===== config.mk =====
export PLATFORM = sky130hd
export DESIGN_NAME = lidar_after_pulse_filter
export DESIGN_NICKNAME = d
export VERILOG_FILES = /design/src/hdl/lapf_pkg.sv /design/src/hdl/lidar_after_pulse_filter.sv
export SDC_FILE = /design/constraint.sdc
export NUM_CORES = 2
export LEC_CHECK = 0
export BUFFER_PORTS_ARGS = -buffer_cell sky130_fd_sc_hd__buf_2
export CORE_AREA = 5 5 347 519
export DETAILED_ROUTE_END_ITERATION = 6
export DIE_AREA = 0 0 352 524
export GPL_TIMING_DRIVEN = 0
export SLEW_MARGIN = 15
export SYNTH_ARGS = -nofsm -noshare
export SYNTH_HDL_FRONTEND = slang
export SYNTH_SLANG_ARGS = --single-unit

===== constraint.sdc =====
create_clock -name clk -period 16.2 [get_ports clk]
set_input_delay 3.24 -clock clk [delete_from_list [all_inputs] [get_ports clk]]
set_output_delay 3.24 -clock clk [all_outputs]
set_load 0.03 [all_outputs]

===== src/hdl/lapf_pkg.sv =====
// ----------------------------------------------------------------------------
// lapf_pkg
// Shared sizes, register indexes and word layouts for the after-pulse filter.
// ----------------------------------------------------------------------------
package lapf_pkg;

  localparam int MAX_RETURNS   = 32;
  localparam int SAMPLE_BITS   = 10;
  localparam int FRACTION_BITS = 6;

  localparam int IDX_W  = $clog2(MAX_RETURNS);
  localparam int CNT_W  = $clog2(MAX_RETURNS + 1);
  localparam int TIME_W = 16;
  localparam int AMP_W  = SAMPLE_BITS + FRACTION_BITS;
  localparam int CHAN_W = 3;
  localparam int NUM_CHAN = 8;

  // Configuration register indexes.
  localparam int CFG_IDX_W = 2;
  localparam logic [CFG_IDX_W-1:0] REG_CHANNEL_ENABLE     = 2'd0;
  localparam logic [CFG_IDX_W-1:0] REG_LOWER_TIME_BOUND   = 2'd1;
  localparam logic [CFG_IDX_W-1:0] REG_UPPER_TIME_BOUND   = 2'd2;
  localparam logic [CFG_IDX_W-1:0] REG_AMPLITUDE_DROP_MIN = 2'd3;
  localparam int CFG_DATA_W = 17;

  localparam logic [NUM_CHAN-1:0] CHANNEL_ENABLE_RESET = 8'd0;
  localparam logic [TIME_W-1:0]   LOWER_BOUND_RESET    = 16'd1280;
  localparam logic [TIME_W-1:0]   UPPER_BOUND_RESET    = 16'd2560;
  localparam logic signed [CFG_DATA_W-1:0] DROP_MIN_RESET = 17'sd0;

  // Word layouts.
  localparam int IN_DATA_W  = 48;
  localparam int OUT_DATA_W = 16;
  localparam int MEM_W      = TIME_W + AMP_W;

  // Sequencer states.
  localparam int ST_W = 2;
  localparam logic [ST_W-1:0] ST_LOAD     = 2'd0;
  localparam logic [ST_W-1:0] ST_RD_BEST  = 2'd1;
  localparam logic [ST_W-1:0] ST_RD_AFTER = 2'd2;
  localparam logic [ST_W-1:0] ST_DECIDE   = 2'd3;

  // Linear interpolation between two samples, scaled by 2^FRACTION_BITS.
  function automatic logic [AMP_W-1:0] interp_amp(
    input logic [FRACTION_BITS-1:0] frac,
    input logic [SAMPLE_BITS-1:0]   s0,
    input logic [SAMPLE_BITS-1:0]   s1
  );
    logic [FRACTION_BITS:0] w0;
    logic [AMP_W-1:0]       p0;
    logic [AMP_W-1:0]       p1;
    w0 = (FRACTION_BITS+1)'(1 << FRACTION_BITS) - {1'b0, frac};
    p0 = AMP_W'(s0) * AMP_W'(w0);
    p1 = AMP_W'(s1) * AMP_W'(frac);
    return p0 + p1;
  endfunction

endpackage


===== src/hdl/lidar_after_pulse_filter.sv =====
// ----------------------------------------------------------------------------
// lidar_after_pulse_filter
// Flags the after-pulse return of one shot on one channel for invalidation.
// ----------------------------------------------------------------------------
// Returns are taken back to back while the sequencer loads. After the last
// return of a shot the return store is read twice through its one read
// port and the decision is made, with the input not ready throughout; the
// result word is registered at the decision. A result still waiting in
// the output register and not taken holds the sequencer at the decision.
// Reset restores the registers to defaults; the return store is not cleared.
// ----------------------------------------------------------------------------
module lidar_after_pulse_filter (
  input  logic                                clk,
  input  logic                                rst,
  // Input words. tdata from bit 0: channel_index[2:0], is_land[3],
  // return_valid[4], pulse_time[20:5], sample_at_floor[30:21],
  // sample_after_floor[40:31], zero fill [47:41].
  input  logic                                s_axis_tvalid,
  output logic                                s_axis_tready,
  input  logic [lapf_pkg::IN_DATA_W-1:0]      s_axis_tdata,
  input  logic                                s_axis_tlast,
  // Result words. tdata from bit 0: invalidate[0],
  // invalid_return_index[5:1], strongest_index[10:6], result_channel[13:11],
  // zero fill [15:14].
  output logic                                m_axis_tvalid,
  input  logic                                m_axis_tready,
  output logic [lapf_pkg::OUT_DATA_W-1:0]     m_axis_tdata,
  // Configuration writes.
  input  logic                                cfg_valid,
  output logic                                cfg_ready,
  input  logic [lapf_pkg::CFG_IDX_W-1:0]      cfg_index,
  input  logic [lapf_pkg::CFG_DATA_W-1:0]     cfg_data
);

  localparam int IDX_W  = lapf_pkg::IDX_W;
  localparam int CNT_W  = lapf_pkg::CNT_W;
  localparam int TIME_W = lapf_pkg::TIME_W;
  localparam int AMP_W  = lapf_pkg::AMP_W;
  localparam int CHAN_W = lapf_pkg::CHAN_W;
  localparam int SB     = lapf_pkg::SAMPLE_BITS;
  localparam int FB     = lapf_pkg::FRACTION_BITS;

  // Configuration registers. Writes are always taken.
  logic [lapf_pkg::NUM_CHAN-1:0]          channel_enable;
  logic [TIME_W-1:0]                      lower_time_bound;
  logic [TIME_W-1:0]                      upper_time_bound;
  logic signed [lapf_pkg::CFG_DATA_W-1:0] amplitude_drop_min;

  assign cfg_ready = 1'b1;

  always_ff @(posedge clk) begin
    if (rst) begin
      channel_enable     <= lapf_pkg::CHANNEL_ENABLE_RESET;
      lower_time_bound   <= lapf_pkg::LOWER_BOUND_RESET;
      upper_time_bound   <= lapf_pkg::UPPER_BOUND_RESET;
      amplitude_drop_min <= lapf_pkg::DROP_MIN_RESET;
    end else if (cfg_valid) begin
      case (cfg_index)
        lapf_pkg::REG_CHANNEL_ENABLE:
          channel_enable <= cfg_data[lapf_pkg::NUM_CHAN-1:0];
        lapf_pkg::REG_LOWER_TIME_BOUND:
          lower_time_bound <= cfg_data[TIME_W-1:0];
        lapf_pkg::REG_UPPER_TIME_BOUND:
          upper_time_bound <= cfg_data[TIME_W-1:0];
        lapf_pkg::REG_AMPLITUDE_DROP_MIN:
          amplitude_drop_min <= $signed(cfg_data);
        default: ;
      endcase
    end
  end

  // Unpack the input word.
  logic [CHAN_W-1:0] in_chan;
  logic              in_land;
  logic              in_valid_ret;
  logic [TIME_W-1:0] in_ip;
  logic [SB-1:0]     in_s0;
  logic [SB-1:0]     in_s1;

  assign in_chan      = s_axis_tdata[2:0];
  assign in_land      = s_axis_tdata[3];
  assign in_valid_ret = s_axis_tdata[4];
  assign in_ip        = s_axis_tdata[20:5];
  assign in_s0        = s_axis_tdata[30:21];
  assign in_s1        = s_axis_tdata[40:31];

  // Sequencer. Returns load in ST_LOAD; the last one starts the readback.
  logic [lapf_pkg::ST_W-1:0] state;
  logic                      in_accept;
  logic                      out_free;

  assign s_axis_tready = (state == lapf_pkg::ST_LOAD);
  assign in_accept     = s_axis_tvalid && s_axis_tready;

  // Shot trackers. The after pulse is the next valid return after the
  // strongest, and the test needs it to be the last valid return, which is
  // the same as exactly one valid return having arrived after the strongest.
  // after_best counts those, saturating at two.
  logic [CNT_W-1:0]  return_count;
  logic              any_valid;
  logic [IDX_W-1:0]  last_valid_index;
  logic [AMP_W-1:0]  best_amplitude;
  logic [IDX_W-1:0]  best_index;
  logic [1:0]        after_best;

  logic              store_ok;
  logic              take;
  logic              becomes_best;
  logic [AMP_W-1:0]  amp;
  logic [IDX_W-1:0]  slot;
  logic [1:0]        after_best_next;
  logic              any_valid_next;
  logic [IDX_W-1:0]  best_index_next;

  assign store_ok = (return_count < CNT_W'(lapf_pkg::MAX_RETURNS));
  assign slot     = return_count[IDX_W-1:0];
  assign amp      = lapf_pkg::interp_amp(in_ip[FB-1:0], in_s0, in_s1);
  assign take     = store_ok && in_valid_ret;
  assign becomes_best = take && (!any_valid || (amp > best_amplitude));
  assign any_valid_next  = any_valid || take;
  assign best_index_next = becomes_best ? slot : best_index;

  always_comb begin
    after_best_next = after_best;
    if (becomes_best) begin
      after_best_next = 2'd0;
    end else if (take && (after_best != 2'd2)) begin
      after_best_next = after_best + 2'd1;
    end
  end

  // Return store: time in the low half, amplitude in the high half.
  logic [lapf_pkg::MEM_W-1:0] ret_mem [lapf_pkg::MAX_RETURNS];
  logic [lapf_pkg::MEM_W-1:0] rd_data;
  logic [IDX_W-1:0]           rd_addr;
  logic                       wr_en;

  assign wr_en   = in_accept && store_ok;
  assign rd_addr = (state == lapf_pkg::ST_RD_BEST) ? best_index : last_valid_index;

  always_ff @(posedge clk) begin
    if (wr_en) begin
      ret_mem[slot] <= {amp, in_ip};
    end
    rd_data <= ret_mem[rd_addr];
  end

  // Held across the readback.
  logic              filt_go;
  logic [IDX_W-1:0]  strongest_out;
  logic [CHAN_W-1:0] chan_hold;
  logic [TIME_W-1:0] best_time;

  // Decision on the after-pulse entry now in rd_data.
  logic signed [TIME_W:0] tdiff;
  logic signed [AMP_W:0]  drop;
  logic                   hit;

  assign tdiff = $signed({1'b0, rd_data[TIME_W-1:0]}) - $signed({1'b0, best_time});
  assign drop  = $signed({1'b0, best_amplitude})
               - $signed({1'b0, rd_data[lapf_pkg::MEM_W-1:TIME_W]});
  assign hit   = filt_go
               && (tdiff >= $signed({1'b0, lower_time_bound}))
               && (tdiff <= $signed({1'b0, upper_time_bound}))
               && (drop >= amplitude_drop_min);

  // Output register; the next shot may load while a result waits.
  logic                        out_valid;
  logic [lapf_pkg::OUT_DATA_W-1:0] out_data;

  assign out_free      = !out_valid || m_axis_tready;
  assign m_axis_tvalid = out_valid;
  assign m_axis_tdata  = out_data;

  always_ff @(posedge clk) begin
    if (rst) begin
      state            <= lapf_pkg::ST_LOAD;
      return_count     <= '0;
      any_valid        <= 1'b0;
      last_valid_index <= '0;
      best_amplitude   <= '0;
      best_index       <= '0;
      after_best       <= '0;
      out_valid        <= 1'b0;
    end else begin
      // A new result replaces the one taken on the same edge.
      if ((state == lapf_pkg::ST_DECIDE) && out_free) begin
        out_valid <= 1'b1;
      end else if (m_axis_tready) begin
        out_valid <= 1'b0;
      end
      case (state)
        lapf_pkg::ST_LOAD: begin
          if (in_accept) begin
            if (store_ok) begin
              return_count <= return_count + CNT_W'(1);
            end
            if (take) begin
              last_valid_index <= slot;
            end
            if (becomes_best) begin
              best_amplitude <= amp;
            end
            best_index <= best_index_next;
            any_valid  <= any_valid_next;
            after_best <= after_best_next;
            if (s_axis_tlast) begin
              state <= lapf_pkg::ST_RD_BEST;
            end
          end
        end
        lapf_pkg::ST_RD_BEST: begin
          state <= lapf_pkg::ST_RD_AFTER;
        end
        lapf_pkg::ST_RD_AFTER: begin
          state <= lapf_pkg::ST_DECIDE;
        end
        lapf_pkg::ST_DECIDE: begin
          if (out_free) begin
            return_count     <= '0;
            any_valid        <= 1'b0;
            last_valid_index <= '0;
            best_amplitude   <= '0;
            best_index       <= '0;
            after_best       <= '0;
            state            <= lapf_pkg::ST_LOAD;
          end
        end
        default: state <= lapf_pkg::ST_LOAD;
      endcase
    end
  end

  // Payload registers.
  always_ff @(posedge clk) begin
    if (in_accept && s_axis_tlast) begin
      filt_go       <= channel_enable[in_chan] && in_land && (after_best_next == 2'd1);
      strongest_out <= any_valid_next ? best_index_next : '0;
      chan_hold     <= in_chan;
    end
    if (state == lapf_pkg::ST_RD_AFTER) begin
      best_time <= rd_data[TIME_W-1:0];
    end
    if ((state == lapf_pkg::ST_DECIDE) && out_free) begin
      out_data <= {2'b00, chan_hold, strongest_out,
                   (hit ? last_valid_index : IDX_W'(0)), hit};
    end
  end

endmodule


# Yosys cells after proc, flatten, opt, wreduce, memory -nomap -nowiden
# Memory sizes are Yosys's and may differ from the RTL's. A register that Yosys moved wholly into a read port is not among the register bits.
# Index checks and enable logic that the tools add are counted.
[word_totals]
ff_bits = 134
mem_bits_rw = 1024
output_inout_bits = 19
mem_count = 1
[memory_table]
columns = ["memory", "depth", "width", "rd", "rd_clocked_by_memory_dff", "write_ports", "line_no", "text"]
rows = [
  ["ret_mem", 32, 32, 1, 1, 1, "lidar_after_pulse_filter.sv:133", "logic [lapf_pkg::MEM_W-1:0] ret_mem [lapf_pkg::MAX_RETURNS];"],
]
[classes]
add_sub_neg = 6
multipliers = 2
n_lt_le_gt_ge = 6
eq_ne = 14
muxes = 33
n_reduce_logical = 30
[op_table]
columns = ["op", "n"]
rows = [
  ["$mux 16", 3],
  ["$ge 17x17->1", 2],
  ["$sub 16x16->17", 2],
  ["$pmux 16 s2", 1],
  ["$mux 5", 6],
  ["$pmux 5 s2", 2],
  ["$mux 6", 3],
  ["$le 17x17->1", 1],
  ["$add 16x16->16", 1],
  ["$gt 16x16->1", 1],
  ["$mul 10x6->16", 1],
  ["$mul 10x7->16", 1],
  ["$logic_and 1x1->1", 12],
  ["$mux 2", 6],
  ["$pmux 6 s2", 1],
  ["$reduce_and 4->1", 3],
  ["$ne 2x1->1 const B", 5],
  ["$eq 2x2->1 const B", 4],
  ["$pmux 2 s4", 1],
  ["$reduce_and 2->1", 4],
  ["$mux 1", 7],
  ["$sub 7x6->7 const A", 1],
  ["$add 6x1->6 const B", 1],
  ["$eq 2x1->1 const B", 3],
  ["other kinds (12)", 19],
]

# Logic depth before layout (Yosys ltp)
[logic_depth]
depth_word = 9
ltp_mapped = 32
depth_no_buf = 30

# Worst setup path before layout
# No wires, ideal clock.
[synth_path]
path_kind = "in2reg"
start = "input port s_axis_tdata[5] (netlist bit)"
end = "register strongest_out[3] (data pin)"
arrival_time_ps = 10778
required_time_ps = 15938
slack_ps = 5161
cell_stages = 29
n_path_buf = 2
cell_sequence = "clkbuf_1 > inv_1 > ha_1 > nand2_1 > xor2_1 > nand2_1 > fa_1 > inv_1 > fa_1 > fa_1 > fa_1 > inv_1 > fa_1 > inv_1 > ha_1 > a21boi_0 > nor4_1 > nor2_1 > a21oi_1 > xnor2_1 > ha_1 > a21o_1 > a221o_1 > a221o_1 > o21ai_4 > a21oi_1 > buf_2 > nand2_1 > o21ai_0"
[synth_between]
elab_chain_cells = 7
[synth_lines]
columns = ["item", "line_no", "text"]
rows = [
  ["start, declared", "lidar_after_pulse_filter.sv:20", "input logic [lapf_pkg::IN_DATA_W-1:0] s_axis_tdata,"],
  ["$sub 7x6->7", "lapf_pkg.sv:52", "w0 = (FRACTION_BITS+1)'(1 << FRACTION_BITS) - {1'b0, frac};"],
  ["$mul 10x7->16", "lapf_pkg.sv:53", "p0 = AMP_W'(s0) * AMP_W'(w0);"],
  ["$add 16x16->16 (*)", "lapf_pkg.sv:55", "return p0 + p1;"],
  ["named net amp[10]", "lidar_after_pulse_filter.sv:109", "logic [AMP_W-1:0] amp;"],
  ["$gt 16x16->1 (*)", "lidar_after_pulse_filter.sv:119", "assign becomes_best = take && (!any_valid || (amp > best_amplitude));"],
  ["$logic_or 1x1->1 (*)", "lidar_after_pulse_filter.sv:119", ""],
  ["$logic_and 1x1->1 (*)", "lidar_after_pulse_filter.sv:119", ""],
  ["$mux 5 (*)", "lidar_after_pulse_filter.sv:121", "assign best_index_next = becomes_best ? slot : best_index;"],
  ["end signal, assigned", "lidar_after_pulse_filter.sv:238", "strongest_out <= any_valid_next ? best_index_next : '0;"],
  ["end, declared", "lidar_after_pulse_filter.sv:150", "logic [IDX_W-1:0] strongest_out;"],
]
# Mark *: on every way through the listed nets, which the timed path passes. The rest lies on a longest branch.
# A chain may end at the register's enable or synchronous reset.

# Worst setup path after layout
[layout_path]
start = "input port s_axis_tdata[5] (netlist bit)"
end = "register best_index[1]"
[layout_between]
elab_chain_cells = 9
[layout_lines]
columns = ["item", "line_no", "text"]
rows = [
  ["$sub 7x6->7", "lapf_pkg.sv:52", ""],
  ["$mul 10x7->16", "lapf_pkg.sv:53", ""],
  ["$add 16x16->16 (*)", "lapf_pkg.sv:55", ""],
  ["named net amp[14]", "lidar_after_pulse_filter.sv:109", ""],
  ["$gt 16x16->1 (*)", "lidar_after_pulse_filter.sv:119", ""],
  ["$logic_or 1x1->1 (*)", "lidar_after_pulse_filter.sv:119", ""],
  ["$logic_and 1x1->1 (*)", "lidar_after_pulse_filter.sv:119", ""],
  ["$mux 5 (*)", "lidar_after_pulse_filter.sv:121", ""],
  ["$mux 5 (*)", "lidar_after_pulse_filter.sv:194", "if (in_accept) begin"],
  ["$pmux 5 s2 (*)", "lidar_after_pulse_filter.sv:192", "case (state)"],
  ["end signal, assigned", "lidar_after_pulse_filter.sv:204", "best_index <= best_index_next;"],
  ["end, declared", "lidar_after_pulse_filter.sv:103", "logic [IDX_W-1:0] best_index;"],
]
# Mark *: on every way through the listed nets, which the timed path passes. The rest lies on a longest branch. The select of a mux whose other input is x is not followed.

==> impl_metrics.ini <==
[outcome]
outcome = finished clean

[cts]
cts_root_buf = sky130_fd_sc_hd__clkbuf_16
clock_tree.buffer_depth = 3
cts_htree_levels = 3
cts_tree = yes
clock_sinks = 1190
worst_setup_hold_path_clk_slew_ns = 0.06
ctsResizeCount = 0
cts_post_setup_buffers_inserted = 0
clk_latency_ns = 0.72
cts_hold_repair.buffers = 0
tritoncts.num_buffers = 106

[final_layout]
post_route_cells_drive_above_1_share_pct = 18.1
num-nets-final = 3915
count_of_non_filler_cells_in_the_finished_layout = 5961
area_growth_pct = 15.5

[drt]
vias = 29100
final_antenna_net_count = 0
routed_wire_length_per_instance_um = 22.6
post_drt_via_cell_ratio = 4.89
drt_pass1_iterations = 5
detail_route.wirelength_mm = 135
detail_route.drc_violations = 0
drt_iter0_drc = 2578

[timing]
timing.final.max_slew_violations = 0
final.min_clock_period_ns = 12.20
max_clock_freq_ghz = 0.0819
setup_tns_ns = 0
post-route-period-util_pct = 75.3
max-slew-margin-rel_pct = 16.1
setup_repair_after_global_routing_missed_its_margin = false
worst_slew_pin_slew_ns = 1.26
finalHoldViolCount = 0
fin_skew_ns = 0.0321
setup_viol = 0

[grt]
grt-ovfl-total = 0
grt_pass1_wl_mm = 199
grt_util_overall_pct = 14.4
grt_max_degree = 38
first_global_vias = 30300
antenna_found_initial = 18

[synth]
synth_top_cells_by_area = sky130_fd_sc_hd__edfxtp_1 (61%), sky130_fd_sc_hd__mux4_2 (11%), sky130_fd_sc_hd__dfxtp_1 (4.9%), sky130_fd_sc_hd__fa_1 (3.8%), sky130_fd_sc_hd__ha_1 (3.7%)
synth_commonest_cells = sky130_fd_sc_hd__edfxtp_1 (1063), sky130_fd_sc_hd__nand2_1 (496), sky130_fd_sc_hd__mux4_2 (258)
yosys.cell_count.top_type = sky130_fd_sc_hd__edfxtp_1
yosysWarningCount = 0
yosysSeqAreaShare_pct = 66.1
synth_largest_area_cell = sky130_fd_sc_hd__edfxtp_1
synth_seq_cells = 1190
synth_edf_count = 1063
mapped_cell_area_um2 = 52100
synthDistinctLibCells = 70
syn_inst = 3346
dominantRegCellSynth = sky130_fd_sc_hd__edfxtp_1
syn_avg_cell_area_um2 = 15.6
area_share_of_the_leading_cell_type_in_the_synthesized_netlist_pct = 61.2
synth_async_sr_flop_share_pct = 0

[floorplanning]
floorplan_core_area_um2 = 175000
placementRows = 188
initial_util_pct = 29.8
io_pins = 92
die_w_um = 352
die-height_um = 524
die_area_um2 = 184000

[worst_setup_path]
reg2regPathDepth = 10
rr_endpoint = rd_data[3]$_DFF_P_
delay_of_the_slowest_critical_path_stage_ns = 0.66
crit_buf_inv = 10
critical_path_class = in -> reg
reg2reg_slack_ns = 11.48
critPathSlowestCell = sky130_fd_sc_hd__xnor2_1
crit_fanout = 37
cp_data_required_time_ns = 16.85
critical_path_arrival_ns = 12.85
path_common_cell = sky130_fd_sc_hd__inv_1
end_kind = flop
crit_family = adder cells
cp_launch_type = primary input
critical_path.reg2reg.startpoint = state[0]$_SDFFE_PP0P_

[placement]
place.detailed.instances = 5762
gp_routability_congestion = 0.826
port_buffers = 80
dpl.hpwl_mm = 96.3

[min_path]
hold_end = m_axis_tdata[9]$_DFFE_PP_
worstHoldStart = strongest_out[3]$_SDFFCE_PP0P_
worstHoldPathType = reg -> reg
hold_depth = 0

[pwr]
ir_worst_vdd_v = 0.000453
cellLeakagePower_nw = 20.8
power.density_cell_area_nw_per_um2 = 208

[run]
cap_violations = 0
[placed cells by master (no fill, tap or decap), types with 32 or more instances in the layout]
cell and n:
sky130_fd_sc_hd__edfxtp_1 1063, sky130_fd_sc_hd__nand2_1 496, sky130_fd_sc_hd__mux4_2 258, sky130_fd_sc_hd__inv_1 242, sky130_fd_sc_hd__nand3_1 178, sky130_fd_sc_hd__ha_1 151, sky130_fd_sc_hd__dfxtp_1 127, sky130_fd_sc_hd__buf_2 112
sky130_fd_sc_hd__clkbuf_16 107, sky130_fd_sc_hd__fa_1 98, sky130_fd_sc_hd__clkbuf_1 93, sky130_fd_sc_hd__a21oi_1 89, sky130_fd_sc_hd__and2_1 81, sky130_fd_sc_hd__o21ai_0 67, sky130_fd_sc_hd__nor2_1 57, sky130_fd_sc_hd__nor2_4 32
sky130_fd_sc_hd__buf_12 32
[where the power goes]
| group | switching [mW] | internal (mW) |
|---|---|---|
| sequential | 0.0517 | 4.96 |
| combinational | 3.25 | 1.76 |
| clock | 1.15 | 1.37 |
| total | 4.45 | 8.08 |
[state kept, by name, summed over array words and instances (netlist names), 3 cells and up]
name                count
amplitude_drop_min     17
upper_time_bound       16
last_valid_index        5
chan_hold               3
return_count            6
best_time              16
best_amplitude         16
strongest_out           5
lower_time_bound       16
channel_enable          8
ret_mem              1024
best_index              5
m_axis_tdata           14
rd_data                32
[how the worst max path moves through the flow]
stage                     from                               to  cells past startpoint
3_5_place_dp   s_axis_tdata[5]   best_amplitude[2]$_SDFFE_PP0P_                     33
4_1_cts        s_axis_tdata[5]       best_index[1]$_SDFFE_PP0P_                     33
6_report       s_axis_tdata[5]       best_index[1]$_SDFFE_PP0P_                     34
5_1_grt        s_axis_tdata[5]       best_index[1]$_SDFFE_PP0P_                     33
2_1_floorplan  s_axis_tdata[5]   strongest_out[3]$_SDFFCE_PP0P_                     29
3_3_place_gp   s_axis_tdata[5]  best_amplitude[15]$_SDFFE_PP0P_                     28
[layout make-up]
class | count | area (um^2)
fillers | 16600 | 115000
flip-flops and latches | 1190 | 34500
multi-input cells | 1771 | 16500
well taps | 2280 | 2850
clock buffers | 128 | 2800
repair buffers | 135 | 1360
inverters | 244 | 916
clock inverters | 68 | 674
plain buffers | 142 | 648
diodes | 3 | 7.51
[through the flow]
step	hold slack [ns]	setup slack (ns)	power [mW]	area, um^2	utilization, %
4_1_cts	0.422	3.88	12.6	60200	34.4
6_report	0.419	4.00	12.5	60200	34.4
3_5_place_dp	0.407	3.15	10.1	56700	32.5
5_1_grt	0.430	3.38	13.1	60200	34.4
3_3_place_gp	0.402	1.78	9.15	55400	31.7
2_1_floorplan	0.400	5.16	7.63	52100	-
[worst reg2reg max path, stage by stage (launching register included)]
cell,delay [ns]
sky130_fd_sc_hd__dfxtp_1,0.39
sky130_fd_sc_hd__ha_1,0.20
sky130_fd_sc_hd__buf_2,0.25
sky130_fd_sc_hd__mux2i_1,0.84
sky130_fd_sc_hd__clkbuf_1,0.81
sky130_fd_sc_hd__clkbuf_1,0.73
sky130_fd_sc_hd__mux4_2,0.47
sky130_fd_sc_hd__nand2_1,0.10
sky130_fd_sc_hd__nand3_1,0.09
sky130_fd_sc_hd__nand3_1,0.24
sky130_fd_sc_hd__o21ai_0,0.35
[per-layer routing]
metal | track usage, % | routed length, um | vias up
met4 | 5.97 | 5650 | 20
li1 | - | - | 12900
met2 | 26.9 | 71800 | 872
met1 | 16.4 | 50400 | 15000
met3 | 2.10 | 6820 | 247
met5 | 0 | 125 | -
[logic make-up (layout without fill, tap and decap cells)]
kind of cell | after synthesis | in the layout | share of synthesized area, %
XOR/XNOR | 46 | 46 | 0.773
multiplexers | 272 | 272 | 11.4
buffers and inverters | 386 | 717 | 3.00
flip-flops | 1190 | 1190 | 66.1
other | 2 | 6 | 0.0144
adder cells (fa/ha/maj) | 252 | 252 | 7.46
AO/OA/AOI/OAI | 265 | 265 | 3.25
AND/OR/NAND/NOR | 933 | 933 | 7.98
Power figures use the tool's default switching activity.
